`src/rtl/macd_pkg.sv`:
```
package macd_pkg;

    localparam int PRICE_W       = 32;
    localparam int AVG_W         = 48;
    localparam int DIFF_W        = 49;
    localparam int BAR_W         = 51;
    localparam int PER_W         = 8;
    localparam int DVS_W         = PER_W + 1;
    localparam int DVD_W         = AVG_W + DVS_W;
    localparam int NUM_W         = DVD_W + 1;
    localparam int CFG_IDX_W     = 2;
    localparam int FRAC_BITS_DEF = 16;

    localparam logic [PER_W-1:0] FAST_PER_RST   = 8'd12;
    localparam logic [PER_W-1:0] SLOW_PER_RST   = 8'd26;
    localparam logic [PER_W-1:0] SIGNAL_PER_RST = 8'd9;

    localparam logic [CFG_IDX_W-1:0] REG_FAST   = 2'd0;
    localparam logic [CFG_IDX_W-1:0] REG_SLOW   = 2'd1;
    localparam logic [CFG_IDX_W-1:0] REG_SIGNAL = 2'd2;

    typedef struct packed {
        logic load;
        logic seed;
        logic form_price;
        logic start_price;
        logic take_price;
        logic form_signal;
        logic start_signal;
        logic take_signal;
        logic publish;
    } t_dp_cmd;

    typedef struct packed {
        logic first;
        logic div_done;
        logic out_busy;
    } t_dp_stat;

    // A period of zero behaves as a period of one.
    function automatic logic [PER_W-1:0] eff_period(input logic [PER_W-1:0] p);
        return (p == '0) ? PER_W'(1) : p;
    endfunction

    function automatic logic [DVS_W-1:0] period_divisor(input logic [PER_W-1:0] p);
        return {1'b0, eff_period(p)} + DVS_W'(1);
    endfunction

endpackage

```
`src/rtl/macd_div.sv`:
```
module macd_div #(
    parameter int QW = macd_pkg::AVG_W,
    parameter int DW = macd_pkg::DVS_W
) (
    input  logic            i_clk,
    input  logic            i_rst_n,
    input  logic            i_start,
    input  logic [QW+DW-1:0] i_dividend,
    input  logic [DW-1:0]   i_divisor,
    output logic            o_done,
    output logic [QW-1:0]   o_quotient
);
    localparam int CNT_W = (QW > 1) ? $clog2(QW) : 1;

    logic             r_busy;
    logic             r_done;
    logic [CNT_W-1:0] r_cnt;
    logic [DW-1:0]    r_rem;
    logic [QW-1:0]    r_quo;
    logic [DW-1:0]    r_dvs;
    logic [DW:0]      w_trial;
    logic             w_ge;
    logic [DW:0]      w_diff;

    // The upper dividend bits are known to stay below the divisor, so only
    // the quotient bits need an iteration each.
    assign w_trial = {r_rem, r_quo[QW-1]};
    assign w_ge    = (w_trial >= {1'b0, r_dvs});
    assign w_diff  = w_trial - {1'b0, r_dvs};

    always_ff @(posedge i_clk) begin
        if (!i_rst_n) begin
            r_busy <= 1'b0;
            r_done <= 1'b0;
            r_cnt  <= '0;
        end else begin
            r_done <= 1'b0;
            if (i_start) begin
                r_busy <= 1'b1;
                r_cnt  <= '0;
            end else if (r_busy) begin
                r_cnt <= r_cnt + CNT_W'(1);
                if (r_cnt == CNT_W'(QW - 1)) begin
                    r_busy <= 1'b0;
                    r_done <= 1'b1;
                end
            end
        end
    end

    always_ff @(posedge i_clk) begin
        if (i_start) begin
            r_rem <= i_dividend[QW+DW-1:QW];
            r_quo <= i_dividend[QW-1:0];
            r_dvs <= i_divisor;
        end else if (r_busy) begin
            r_rem <= w_ge ? w_diff[DW-1:0] : w_trial[DW-1:0];
            r_quo <= {r_quo[QW-2:0], w_ge};
        end
    end

    assign o_done     = r_done;
    assign o_quotient = r_quo;

endmodule

```
`src/rtl/macd_dp.sv`:
```
module macd_dp #(
    parameter int FRAC_BITS = macd_pkg::FRAC_BITS_DEF
) (
    input  logic                              i_clk,
    input  logic                              i_rst_n,
    input  macd_pkg::t_dp_cmd                 i_cmd,
    output macd_pkg::t_dp_stat                o_stat,
    input  logic                              i_cfg_valid,
    input  logic [macd_pkg::CFG_IDX_W-1:0]    i_cfg_index,
    input  logic [macd_pkg::PER_W-1:0]        i_cfg_data,
    input  logic [macd_pkg::PRICE_W-1:0]      i_close_price,
    input  logic                              i_first_sample,
    input  logic                              i_out_ready,
    output logic                              o_out_valid,
    output logic [macd_pkg::AVG_W-1:0]        o_fast_average,
    output logic [macd_pkg::AVG_W-1:0]        o_slow_average,
    output logic signed [macd_pkg::DIFF_W-1:0] o_diff_line,
    output logic signed [macd_pkg::DIFF_W-1:0] o_dea_line,
    output logic signed [macd_pkg::BAR_W-1:0] o_macd_bar
);
    import macd_pkg::*;

    localparam int EXT_W = (PRICE_W + FRAC_BITS > AVG_W) ? PRICE_W + FRAC_BITS : AVG_W;

    logic [PER_W-1:0]  r_per_fast;
    logic [PER_W-1:0]  r_per_slow;
    logic [PER_W-1:0]  r_per_sig;
    logic [AVG_W-1:0]  r_fast;
    logic [AVG_W-1:0]  r_slow;
    logic [DIFF_W-1:0] r_sig;
    logic [DIFF_W-1:0] r_diff;
    logic [AVG_W-1:0]  r_x;
    logic              r_first;
    logic [NUM_W-1:0]  r_num_a;
    logic [NUM_W-1:0]  r_num_b;
    logic [DVS_W-1:0]  r_dvs_a;
    logic [DVS_W-1:0]  r_dvs_b;
    logic              r_out_valid;
    logic [AVG_W-1:0]  r_out_fast;
    logic [AVG_W-1:0]  r_out_slow;
    logic [DIFF_W-1:0] r_out_diff;
    logic [DIFF_W-1:0] r_out_dea;
    logic [BAR_W-1:0]  r_out_bar;

    logic [EXT_W-1:0]          w_shifted;
    logic [AVG_W-1:0]          w_scaled;
    logic [PER_W-1:0]          w_kf_m1;
    logic [PER_W-1:0]          w_ks_m1;
    logic [PER_W-1:0]          w_kg_m1;
    logic [AVG_W+PER_W-1:0]    w_prod_fast;
    logic [AVG_W+PER_W-1:0]    w_prod_slow;
    logic signed [NUM_W-1:0]   w_prod_sig;
    logic [NUM_W-1:0]          w_num_fast;
    logic [NUM_W-1:0]          w_num_slow;
    logic [NUM_W-1:0]          w_num_sig;
    logic [NUM_W-1:0]          w_mag_a;
    logic                      w_done_a;
    logic [AVG_W-1:0]          w_q_a;
    logic [AVG_W-1:0]          w_q_b;
    logic [DIFF_W-1:0]         w_q_signed;
    logic [DIFF_W:0]           w_gap;

    // Prices beyond the average width saturate.
    assign w_shifted = EXT_W'(i_close_price) << FRAC_BITS;
    assign w_scaled  = ((w_shifted >> AVG_W) != '0) ? '1 : w_shifted[AVG_W-1:0];

    assign w_kf_m1 = eff_period(r_per_fast) - PER_W'(1);
    assign w_ks_m1 = eff_period(r_per_slow) - PER_W'(1);
    assign w_kg_m1 = eff_period(r_per_sig) - PER_W'(1);

    assign w_prod_fast = w_kf_m1 * r_fast;
    assign w_prod_slow = w_ks_m1 * r_slow;
    assign w_prod_sig  = $signed({1'b0, w_kg_m1}) * $signed(r_sig);

    assign w_num_fast = {{(NUM_W-AVG_W-1){1'b0}}, r_x, 1'b0}
                      + {{(NUM_W-AVG_W-PER_W){1'b0}}, w_prod_fast};
    assign w_num_slow = {{(NUM_W-AVG_W-1){1'b0}}, r_x, 1'b0}
                      + {{(NUM_W-AVG_W-PER_W){1'b0}}, w_prod_slow};
    assign w_num_sig  = {{(NUM_W-DIFF_W-1){r_diff[DIFF_W-1]}}, r_diff, 1'b0}
                      + w_prod_sig;

    // Signed division runs on the magnitude and truncates toward zero.
    assign w_mag_a    = r_num_a[NUM_W-1] ? (-r_num_a) : r_num_a;
    assign w_q_signed = r_num_a[NUM_W-1] ? (-{1'b0, w_q_a}) : {1'b0, w_q_a};

    assign w_gap = {r_diff[DIFF_W-1], r_diff} - {r_sig[DIFF_W-1], r_sig};

    macd_div #(
        .QW(AVG_W),
        .DW(DVS_W)
    ) u_div_a (
        .i_clk      (i_clk),
        .i_rst_n    (i_rst_n),
        .i_start    (i_cmd.start_price | i_cmd.start_signal),
        .i_dividend (w_mag_a[DVD_W-1:0]),
        .i_divisor  (r_dvs_a),
        .o_done     (w_done_a),
        .o_quotient (w_q_a)
    );

    macd_div #(
        .QW(AVG_W),
        .DW(DVS_W)
    ) u_div_b (
        .i_clk      (i_clk),
        .i_rst_n    (i_rst_n),
        .i_start    (i_cmd.start_price),
        .i_dividend (r_num_b[DVD_W-1:0]),
        .i_divisor  (r_dvs_b),
        .o_done     (),
        .o_quotient (w_q_b)
    );

    always_ff @(posedge i_clk) begin
        if (!i_rst_n) begin
            r_per_fast  <= FAST_PER_RST;
            r_per_slow  <= SLOW_PER_RST;
            r_per_sig   <= SIGNAL_PER_RST;
            r_fast      <= '0;
            r_slow      <= '0;
            r_sig       <= '0;
            r_out_valid <= 1'b0;
        end else begin
            if (i_cfg_valid) begin
                case (i_cfg_index)
                    REG_FAST:   r_per_fast <= i_cfg_data;
                    REG_SLOW:   r_per_slow <= i_cfg_data;
                    REG_SIGNAL: r_per_sig  <= i_cfg_data;
                    default:    ;
                endcase
            end
            if (i_cmd.seed) begin
                r_fast <= r_x;
                r_slow <= r_x;
                r_sig  <= '0;
            end else if (i_cmd.take_price) begin
                r_fast <= w_q_a;
                r_slow <= w_q_b;
            end else if (i_cmd.take_signal) begin
                r_sig <= w_q_signed;
            end
            if (i_cmd.publish) begin
                r_out_valid <= 1'b1;
            end else if (i_out_ready) begin
                r_out_valid <= 1'b0;
            end
        end
    end

    always_ff @(posedge i_clk) begin
        if (i_cmd.load) begin
            r_x     <= w_scaled;
            r_first <= i_first_sample;
        end
        if (i_cmd.seed) begin
            r_diff <= '0;
        end else if (i_cmd.take_price) begin
            r_diff <= {1'b0, w_q_a} - {1'b0, w_q_b};
        end
        if (i_cmd.form_price) begin
            r_num_a <= w_num_fast;
            r_num_b <= w_num_slow;
            r_dvs_a <= period_divisor(r_per_fast);
            r_dvs_b <= period_divisor(r_per_slow);
        end else if (i_cmd.form_signal) begin
            r_num_a <= w_num_sig;
            r_dvs_a <= period_divisor(r_per_sig);
        end
        if (i_cmd.publish) begin
            r_out_fast <= r_fast;
            r_out_slow <= r_slow;
            r_out_diff <= r_diff;
            r_out_dea  <= r_sig;
            r_out_bar  <= {w_gap, 1'b0};
        end
    end

    assign o_stat.first    = r_first;
    assign o_stat.div_done = w_done_a;
    assign o_stat.out_busy = r_out_valid & ~i_out_ready;

    assign o_out_valid    = r_out_valid;
    assign o_fast_average = r_out_fast;
    assign o_slow_average = r_out_slow;
    assign o_diff_line    = r_out_diff;
    assign o_dea_line     = r_out_dea;
    assign o_macd_bar     = r_out_bar;

endmodule

```
`src/rtl/macd_ctrl.sv`:
```
module macd_ctrl (
    input  logic               i_clk,
    input  logic               i_rst_n,
    input  logic               i_in_valid,
    output logic               o_in_ready,
    input  macd_pkg::t_dp_stat i_stat,
    output macd_pkg::t_dp_cmd  o_cmd
);
    import macd_pkg::*;

    typedef enum logic [2:0] {
        S_IDLE,
        S_PREP,
        S_START_PRICE,
        S_WAIT_PRICE,
        S_PREP_SIG,
        S_START_SIG,
        S_WAIT_SIG,
        S_OUT
    } t_state;

    t_state  r_state;
    t_state  n_state;
    t_dp_cmd w_cmd;

    always_comb begin
        n_state = r_state;
        w_cmd   = '0;
        case (r_state)
            S_IDLE: begin
                if (i_in_valid) begin
                    w_cmd.load = 1'b1;
                    n_state    = S_PREP;
                end
            end
            S_PREP: begin
                if (i_stat.first) begin
                    w_cmd.seed = 1'b1;
                    n_state    = S_OUT;
                end else begin
                    w_cmd.form_price = 1'b1;
                    n_state          = S_START_PRICE;
                end
            end
            S_START_PRICE: begin
                w_cmd.start_price = 1'b1;
                n_state           = S_WAIT_PRICE;
            end
            S_WAIT_PRICE: begin
                if (i_stat.div_done) begin
                    w_cmd.take_price = 1'b1;
                    n_state          = S_PREP_SIG;
                end
            end
            S_PREP_SIG: begin
                w_cmd.form_signal = 1'b1;
                n_state           = S_START_SIG;
            end
            S_START_SIG: begin
                w_cmd.start_signal = 1'b1;
                n_state            = S_WAIT_SIG;
            end
            S_WAIT_SIG: begin
                if (i_stat.div_done) begin
                    w_cmd.take_signal = 1'b1;
                    n_state           = S_OUT;
                end
            end
            S_OUT: begin
                if (!i_stat.out_busy) begin
                    w_cmd.publish = 1'b1;
                    n_state       = S_IDLE;
                end
            end
            default: n_state = S_IDLE;
        endcase
    end

    always_ff @(posedge i_clk) begin
        if (!i_rst_n) begin
            r_state <= S_IDLE;
        end else begin
            r_state <= n_state;
        end
    end

    assign o_in_ready = (r_state == S_IDLE);
    assign o_cmd      = w_cmd;

endmodule

```
`src/rtl/macd_indicator_core.sv`:
```
// MACD indicator core. Each accepted word carries one close price; every word
// returns one result word with the fast and slow exponential averages, their
// difference, its signal average and the bar value, all in fixed point with
// FRAC_BITS fraction bits. A word marked as first sample reseeds the averages
// without a division; any other word goes through two radix-2 dividers that
// each resolve one quotient bit per cycle: fast and slow averages divide in
// parallel, then the signal average divides on the fast average's unit. Both
// kinds of word hold off the next ready while the output register still holds
// a result that has not been taken. The period registers may be written at any
// time the block is idle.
module macd_indicator_core #(
    parameter int FRAC_BITS = macd_pkg::FRAC_BITS_DEF
) (
    input  logic                               i_clk,
    input  logic                               i_rst_n,
    input  logic                               i_in_valid,
    output logic                               o_in_ready,
    input  logic [macd_pkg::PRICE_W-1:0]       i_close_price,
    input  logic                               i_first_sample,
    output logic                               o_out_valid,
    input  logic                               i_out_ready,
    output logic [macd_pkg::AVG_W-1:0]         o_fast_average,
    output logic [macd_pkg::AVG_W-1:0]         o_slow_average,
    output logic signed [macd_pkg::DIFF_W-1:0] o_diff_line,
    output logic signed [macd_pkg::DIFF_W-1:0] o_dea_line,
    output logic signed [macd_pkg::BAR_W-1:0]  o_macd_bar,
    input  logic                               i_cfg_valid,
    output logic                               o_cfg_ready,
    input  logic [macd_pkg::CFG_IDX_W-1:0]     i_cfg_index,
    input  logic [macd_pkg::PER_W-1:0]         i_cfg_data
);
    import macd_pkg::*;

    t_dp_cmd  w_cmd;
    t_dp_stat w_stat;

    macd_ctrl u_ctrl (
        .i_clk      (i_clk),
        .i_rst_n    (i_rst_n),
        .i_in_valid (i_in_valid),
        .o_in_ready (o_in_ready),
        .i_stat     (w_stat),
        .o_cmd      (w_cmd)
    );

    macd_dp #(
        .FRAC_BITS(FRAC_BITS)
    ) u_dp (
        .i_clk          (i_clk),
        .i_rst_n        (i_rst_n),
        .i_cmd          (w_cmd),
        .o_stat         (w_stat),
        .i_cfg_valid    (i_cfg_valid),
        .i_cfg_index    (i_cfg_index),
        .i_cfg_data     (i_cfg_data),
        .i_close_price  (i_close_price),
        .i_first_sample (i_first_sample),
        .i_out_ready    (i_out_ready),
        .o_out_valid    (o_out_valid),
        .o_fast_average (o_fast_average),
        .o_slow_average (o_slow_average),
        .o_diff_line    (o_diff_line),
        .o_dea_line     (o_dea_line),
        .o_macd_bar     (o_macd_bar)
    );

    assign o_cfg_ready = 1'b1;

endmodule

```
`config.mk`:
```
export PLATFORM = sky130hd
export DESIGN_NAME = macd_indicator_core
export DESIGN_NICKNAME = d
export VERILOG_FILES = /design/src/rtl/macd_pkg.sv /design/src/rtl/macd_div.sv /design/src/rtl/macd_dp.sv /design/src/rtl/macd_ctrl.sv /design/src/rtl/macd_indicator_core.sv
export SDC_FILE = /design/constraint.sdc
export NUM_CORES = 2
export LEC_CHECK = 0
export BUFFER_PORTS_ARGS = -buffer_cell sky130_fd_sc_hd__buf_2
export CAP_MARGIN = 10
export CORE_UTILIZATION = 45
export CTS_CLUSTER_DIAMETER = 80
export DETAILED_ROUTE_END_ITERATION = 10
export SLEW_MARGIN = 20
export SYNTH_ARGS = -nofsm -noshare
export SYNTH_HDL_FRONTEND = slang
export SYNTH_SLANG_ARGS = --single-unit
```
`constraint.sdc`:
```
create_clock -name i_clk -period 29.2 [get_ports i_clk]
set_input_delay 7.3 -clock i_clk [delete_from_list [all_inputs] [get_ports i_clk]]
set_output_delay 7.3 -clock i_clk [all_outputs]
set_load 0.01 [all_outputs]
```
# == Yosys cells after proc, flatten, opt, wreduce, memory -nomap -nowiden ==
# Index checks and enable logic that the tools add are counted.
# totals
inputBits,48
elab_cells,144
register_bits,779
output_inout_bits,248
# op_classes
multipliers,3
addsub,17
eq_ne,15
n_mux,51
bitwise,6
n_lt_le_gt_ge,2
reduce_logical,19
# op_table
op,n
2-to-1 mux 48 bit,8
2-to-1 mux 58 bit,2
adder 49 x 56 -> 57 bit,2
multiplier 8 x 48 -> 56 bit,2
2-to-1 mux 9 bit,8
adder 58 bit,1
multiplier 9 x 49 -> 58 bit,1
2-to-1 mux 57 bit,1
negator 57 bit,1
subtractor 49 x 49 -> 50 bit,1
2-to-1 mux 49 bit,1
negator 48 -> 49 bit,1
subtractor 48 x 48 -> 49 bit,1
"adder 8 x 1 -> 9 bit, second input constant",3
zero test 8 bit,3
2-to-1 mux 8 bit,3
case mux 3 bit (8 select lines),1
"subtractor 8 x 1 -> 8 bit, second input constant",3
2-to-1 mux 1 bit,21
>= comparator 10 x 9 -> 1 bit,2
subtractor 9 bit,2
2-to-1 mux 3 bit,5
"adder 6 x 1 -> 6 bit, second input constant",2
"== test 3 bit, second input constant",4
other kinds (18),34

# == Longest topological paths before layout ==
# logic_depth
depth_word,7
ltp_mapped,37
mapped_depth_nobuf,32

# == By module ==
# A second synthesis with hierarchy kept.
# unflattened
hier_cells,7968
hier_area_um2,77673.2
# by_module_without_submodules
mod,cells_each,seq_area_each_um2,instances,area_each_um2
macd_dp,7417,16696.0,1,70236.1
macd_div,255,2142.1,2,3548.4
macd_ctrl,39,60.1,1,329.1
macd_indicator_core,2,0.0,1,11.3

# == Worst setup path after synthesis ==
# No wires, ideal clock.
# synth_timing
path_type,input to register
startpoint,in i_out_ready
endpoint,reg u_dp.r_out_dea[0] (netlist: u_dp.o_dea_line[0]) (enable)
arrival_time_ps,18130
path_stages,2
n_path_buf,0
slack_ps,10190
setup_ps,881
t_required_ps,28319
cell_sequence,nand2b_1 nor2b_1
# synth_lines
item,line_no,rtl
start: declaration,macd_indicator_core.sv:21,"input logic i_out_ready,"
end signal: assignment,macd_dp.sv:173,r_out_dea <= r_sig;
end: declaration,macd_dp.sv:42,logic [DIFF_W-1:0] r_out_dea;

# == Worst setup path in the final report ==
# layout_timing
startpoint,reg u_dp.r_per_sig[3]
endpoint,"reg u_dp.r_num_a[56], data pin"
# layout_between
elab_chain_cells,7
# layout_rtl
item,line_no,rtl
start: declaration,macd_dp.sv:27,logic [PER_W-1:0] r_per_sig;
start signal: assignment,macd_dp.sv:128,REG_SIGNAL: r_per_sig <= i_cfg_data;
zero test 8 bit,macd_pkg.sv:42,return (p == '0) ? PER_W'(1) : p;
2-to-1 mux 8 bit *,macd_pkg.sv:42,
subtractor 8 x 1 -> 8 bit *,macd_dp.sv:69,assign w_kg_m1 = eff_period(r_per_sig) - PER_W'(1);
multiplier 9 x 49 -> 58 bit *,macd_dp.sv:73,"assign w_prod_sig = $signed({1'b0, w_kg_m1}) * $signed(r_sig);"
adder 58 bit *,macd_dp.sv:80,+ w_prod_sig;
2-to-1 mux 58 bit *,macd_dp.sv:165,end else if (i_cmd.form_signal) begin
2-to-1 mux 58 bit *,macd_dp.sv:160,if (i_cmd.form_price) begin
end signal: assignment,macd_dp.sv:161,r_num_a <= w_num_fast;
end signal: assignment,macd_dp.sv:166,r_num_a <= w_num_sig;
end: declaration,macd_dp.sv:34,logic [NUM_W-1:0] r_num_a;
# Every way passes the cells marked *; elsewhere a longest branch is shown, timed or not. The select of a mux whose other input is x is not followed.
# A chain may end at the register's enable or synchronous reset.

==> results.sh <==
export IMPL_core_mm2=0.167
export IMPL_crit_type="reg -> reg"
export IMPL_period_needed_ps=10360
export IMPL_clock_latency_ps=770
export IMPL_rows=150
export IMPL_final_hold_viol_count=0
export IMPL_max_freq_ghz=0.0965
export IMPL_numCtsBuffers=97
export IMPL_ys_flop_type="edfxtp_1"
export IMPL_grt_pass1_vias=57900
export IMPL_vias_per_cell=5.45
export IMPL_antenna_found_initial=16
export IMPL_startpoint_type="flip-flop"
export IMPL_yosysMostFrequentCell="inv_1"
export IMPL_timing_critical_path_mode_cell="fa_1"
export IMPL_ir_drop_v=0.0000549
export IMPL_drt_iter0_drc=4293
export IMPL_cts_setup_buffers=0
export IMPL_post_cts_resized=0
export IMPL_area_growth_pct=9.67
export IMPL_tightest_slew_ps=1160
export IMPL_synthArstFlopShare=0
export IMPL_slew_limit_headroom=0.227
export IMPL_cts_sinks=779
export IMPL_cts_root_buf="clkbuf_16"
export IMPL_p_leak_nw=36.7
export IMPL_io_buffers=293
export IMPL_holdBufCountCts=0
export IMPL_cts_buffer_depth=3
export IMPL_chipHeight_um=412
export IMPL_cts_tree="done"
export IMPL_syn_area_mm2=0.0757
export IMPL_floorplan_initialDensity=0.453
export IMPL_drt_antenna_violating_nets=0
export IMPL_syn_avg_cell_area_um2=9.59
export IMPL_synth_top_area_cell="fa_1"
export IMPL_timing_hold_ws_ps=419
export IMPL_vias=56300
export IMPL_rsz0062_at_grt="false"
export IMPL_synth_top_area_share=0.258
export IMPL_setup_violations=0
export IMPL_dieArea_mm2=0.170
export IMPL_synth_area_mux_share=0.00648
export IMPL_regArea_mm2=0.0210
export IMPL_maxCapViolCount=0
export IMPL_pin_count=296
export IMPL_grt_ovfl_total=0
export IMPL_clk_transition_reported_paths_ps=60
export IMPL_layout_drive_gt1_share=0.0718
export IMPL_synth_top_family_by_area="adder cells"
export IMPL_synth_seq_cells=779
export IMPL_crit_slowest_cell="a2111oi_1"
export IMPL_finalPower_mw=5.51
export IMPL_remaining_drc_errors=0
export IMPL_wl_per_cell_um=21.8
export IMPL_die_x_um=412
export IMPL_fin_worst_skew_ps=55.6
export IMPL_ys_top_cells_by_count="inv_1 (1363), fa_1 (975), nand2_1 (662)"
export IMPL_slowest_delay_ps=990
export IMPL_syn_nets=9351
export IMPL_fin_setup_tns_ps=0
export IMPL_status="complete, no violations"
export IMPL_syn_instance_count=7898
export IMPL_required_ps=29690
export IMPL_yosysWarnings=0
export IMPL_pwr_density_cell_mw_per_mm2=66.3
export IMPL_finalWirelength_um=225000
export IMPL_grt_pass1_wl_um=347000
export IMPL_ys_types=81
export IMPL_final_util=0.497
export IMPL_synthTopCellsByArea="fa_1 (26%), edfxtp_1 (21%), ha_1 (7.1%)"
export IMPL_detailed_place_hpwl_um=176000
export IMPL_grt_max_degree=97
export IMPL_synth_compound_area_frac=0.107
export IMPL_slew_viol_final=0
export IMPL_multi_input_area_mm2=0.0488
export IMPL_fin_crit_sh=0.355
export IMPL_fill_cells=15600
export IMPL_crit_path_end_kind="flip-flop"
export IMPL_synth_fa_ha_area_frac=0.329
export IMPL_synth_seq_area_share=0.278
export IMPL_first_pass_iters=5
export IMPL_htreeDepth=3
export IMPL_grt_usage=0.269
export IMPL_synth_xor_area_frac=0.0435
export IMPL_nets=9506
export IMPL_arrival_ps=10850
export IMPL_cp_max_fo=51
export IMPL_hold_path_class="reg -> reg"
export IMPL_synth_edf_count=542
export IMPL_gp_congestion=0.915
export IMPL_synth_simple_gate_area_frac=0.154
metrics by stage:
stage / setup WS, ps / area (um2) / std cells
CTS: 18930 / 83000 / 10300
floorplan: 10190 / 75700 / 7898
global placement: 18710 / 79700 / 10200
global route: 18340 / 83000 / 10300
finish: 18840 / 83100 / 10300
detailed placement: 18970 / 79700 / 10200
cell type report:
cell class,instances,area share
clock buffers,122,0.0315
diodes,4,0.000121
inverters,1366,0.0618
well taps,2204,0.0332
multi-input cells,5453,0.588
clock inverters,62,0.00929
repair buffers,356,0.0235
flip-flops and latches,779,0.253
path summary, 6_finish.rpt:
path	startpoint	to	slack (ps)	cells after the start
setup / recovery	u_dp.r_per_sig[3]$_SDFFE_PN1P_	u_dp.r_num_a[56]$_DFFE_PP_	18840	32
hold / removal	u_dp.r_dvs_b[7]$_DFFE_PP_	u_dp.u_div_b.r_dvs[7]$_DFFE_PP_	420	0
setup reg to reg	u_dp.r_per_sig[3]$_SDFFE_PN1P_	u_dp.r_num_a[56]$_DFFE_PP_	18840	32
hold reg to reg	u_dp.r_dvs_b[7]$_DFFE_PP_	u_dp.u_div_b.r_dvs[7]$_DFFE_PP_	420	0
cell families after synthesis:
| kind of cell | count (synthesis) |
|---|---|
| multiplexers | 49 |
| AND/OR/NAND/NOR | 2335 |
| AO/OA/AOI/OAI | 1286 |
| other | 2 |
| XOR/XNOR | 376 |
| flip-flops | 779 |
| adder cells (fa/ha/maj) | 1405 |
| buffers and inverters | 1666 |
cells in the final DEF (no fill, tap or decap), drive strengths merged, types with 122 or more instances in the layout:
cell    synthesis  layout
clkbuf        271     122
and2          425     425
dfxtp         237     237
inv          1365    1377
nand2         662     662
nor2b         275     275
xnor2         181     181
a21oi         372     372
xor2          195     195
buf            29     356
fa            975     975
edfxtp        542     542
o21ai         331     331
nor2          493     493
ha            430     430
a21o          150     150
nand2b        187     187
flip-flops by register name (all words and copies together), names as in the netlist, 8 cells and up:
register                 cells
u_dp.r_num_a                58
u_dp.r_num_b                57
u_dp.o_macd_bar             50
u_dp.o_dea_line             49
u_dp.o_diff_line            49
u_dp.r_diff                 49
u_dp.r_sig                  49
u_dp.o_fast_average         48
u_dp.o_slow_average         48
u_dp.r_fast                 48
u_dp.r_slow                 48
u_dp.u_div_a.o_quotient     48
u_dp.u_div_b.o_quotient     48
u_dp.r_x                    32
u_dp.r_dvs_a                 9
u_dp.r_dvs_b                 9
u_dp.u_div_a.r_dvs           9
u_dp.u_div_a.r_rem           9
u_dp.u_div_b.r_dvs           9
u_dp.u_div_b.r_rem           9
u_dp.r_per_fast              8
u_dp.r_per_sig               8
u_dp.r_per_slow              8
metal layers:
metal	up-vias	part of all wire	track usage
li1	25700	-	-
met4	0	0.025	0.0662
met5	-	0	0
met3	279	0.069	0.0381
met2	1815	0.45	0.426
met1	28600	0.45	0.388
critical path: cells and delay by family (launching register included):
family,cells,cell delay [ps]
compound gates,9,3280
xor+xnor,2,230
fa+ha+maj,7,3290
buf+inv,5,1010
flops,1,430
simple gates,9,1760
power breakdown:
group | leakage [nW] | total, mW | internal [mW] | switching, mW
Clock | 1.63 | 1.27 | 0.736 | 0.530
Combinational | 28.3 | 2.45 | 0.897 | 1.56
Sequential | 6.73 | 1.79 | 1.50 | 0.284
(Power assumes the default switching activity.)
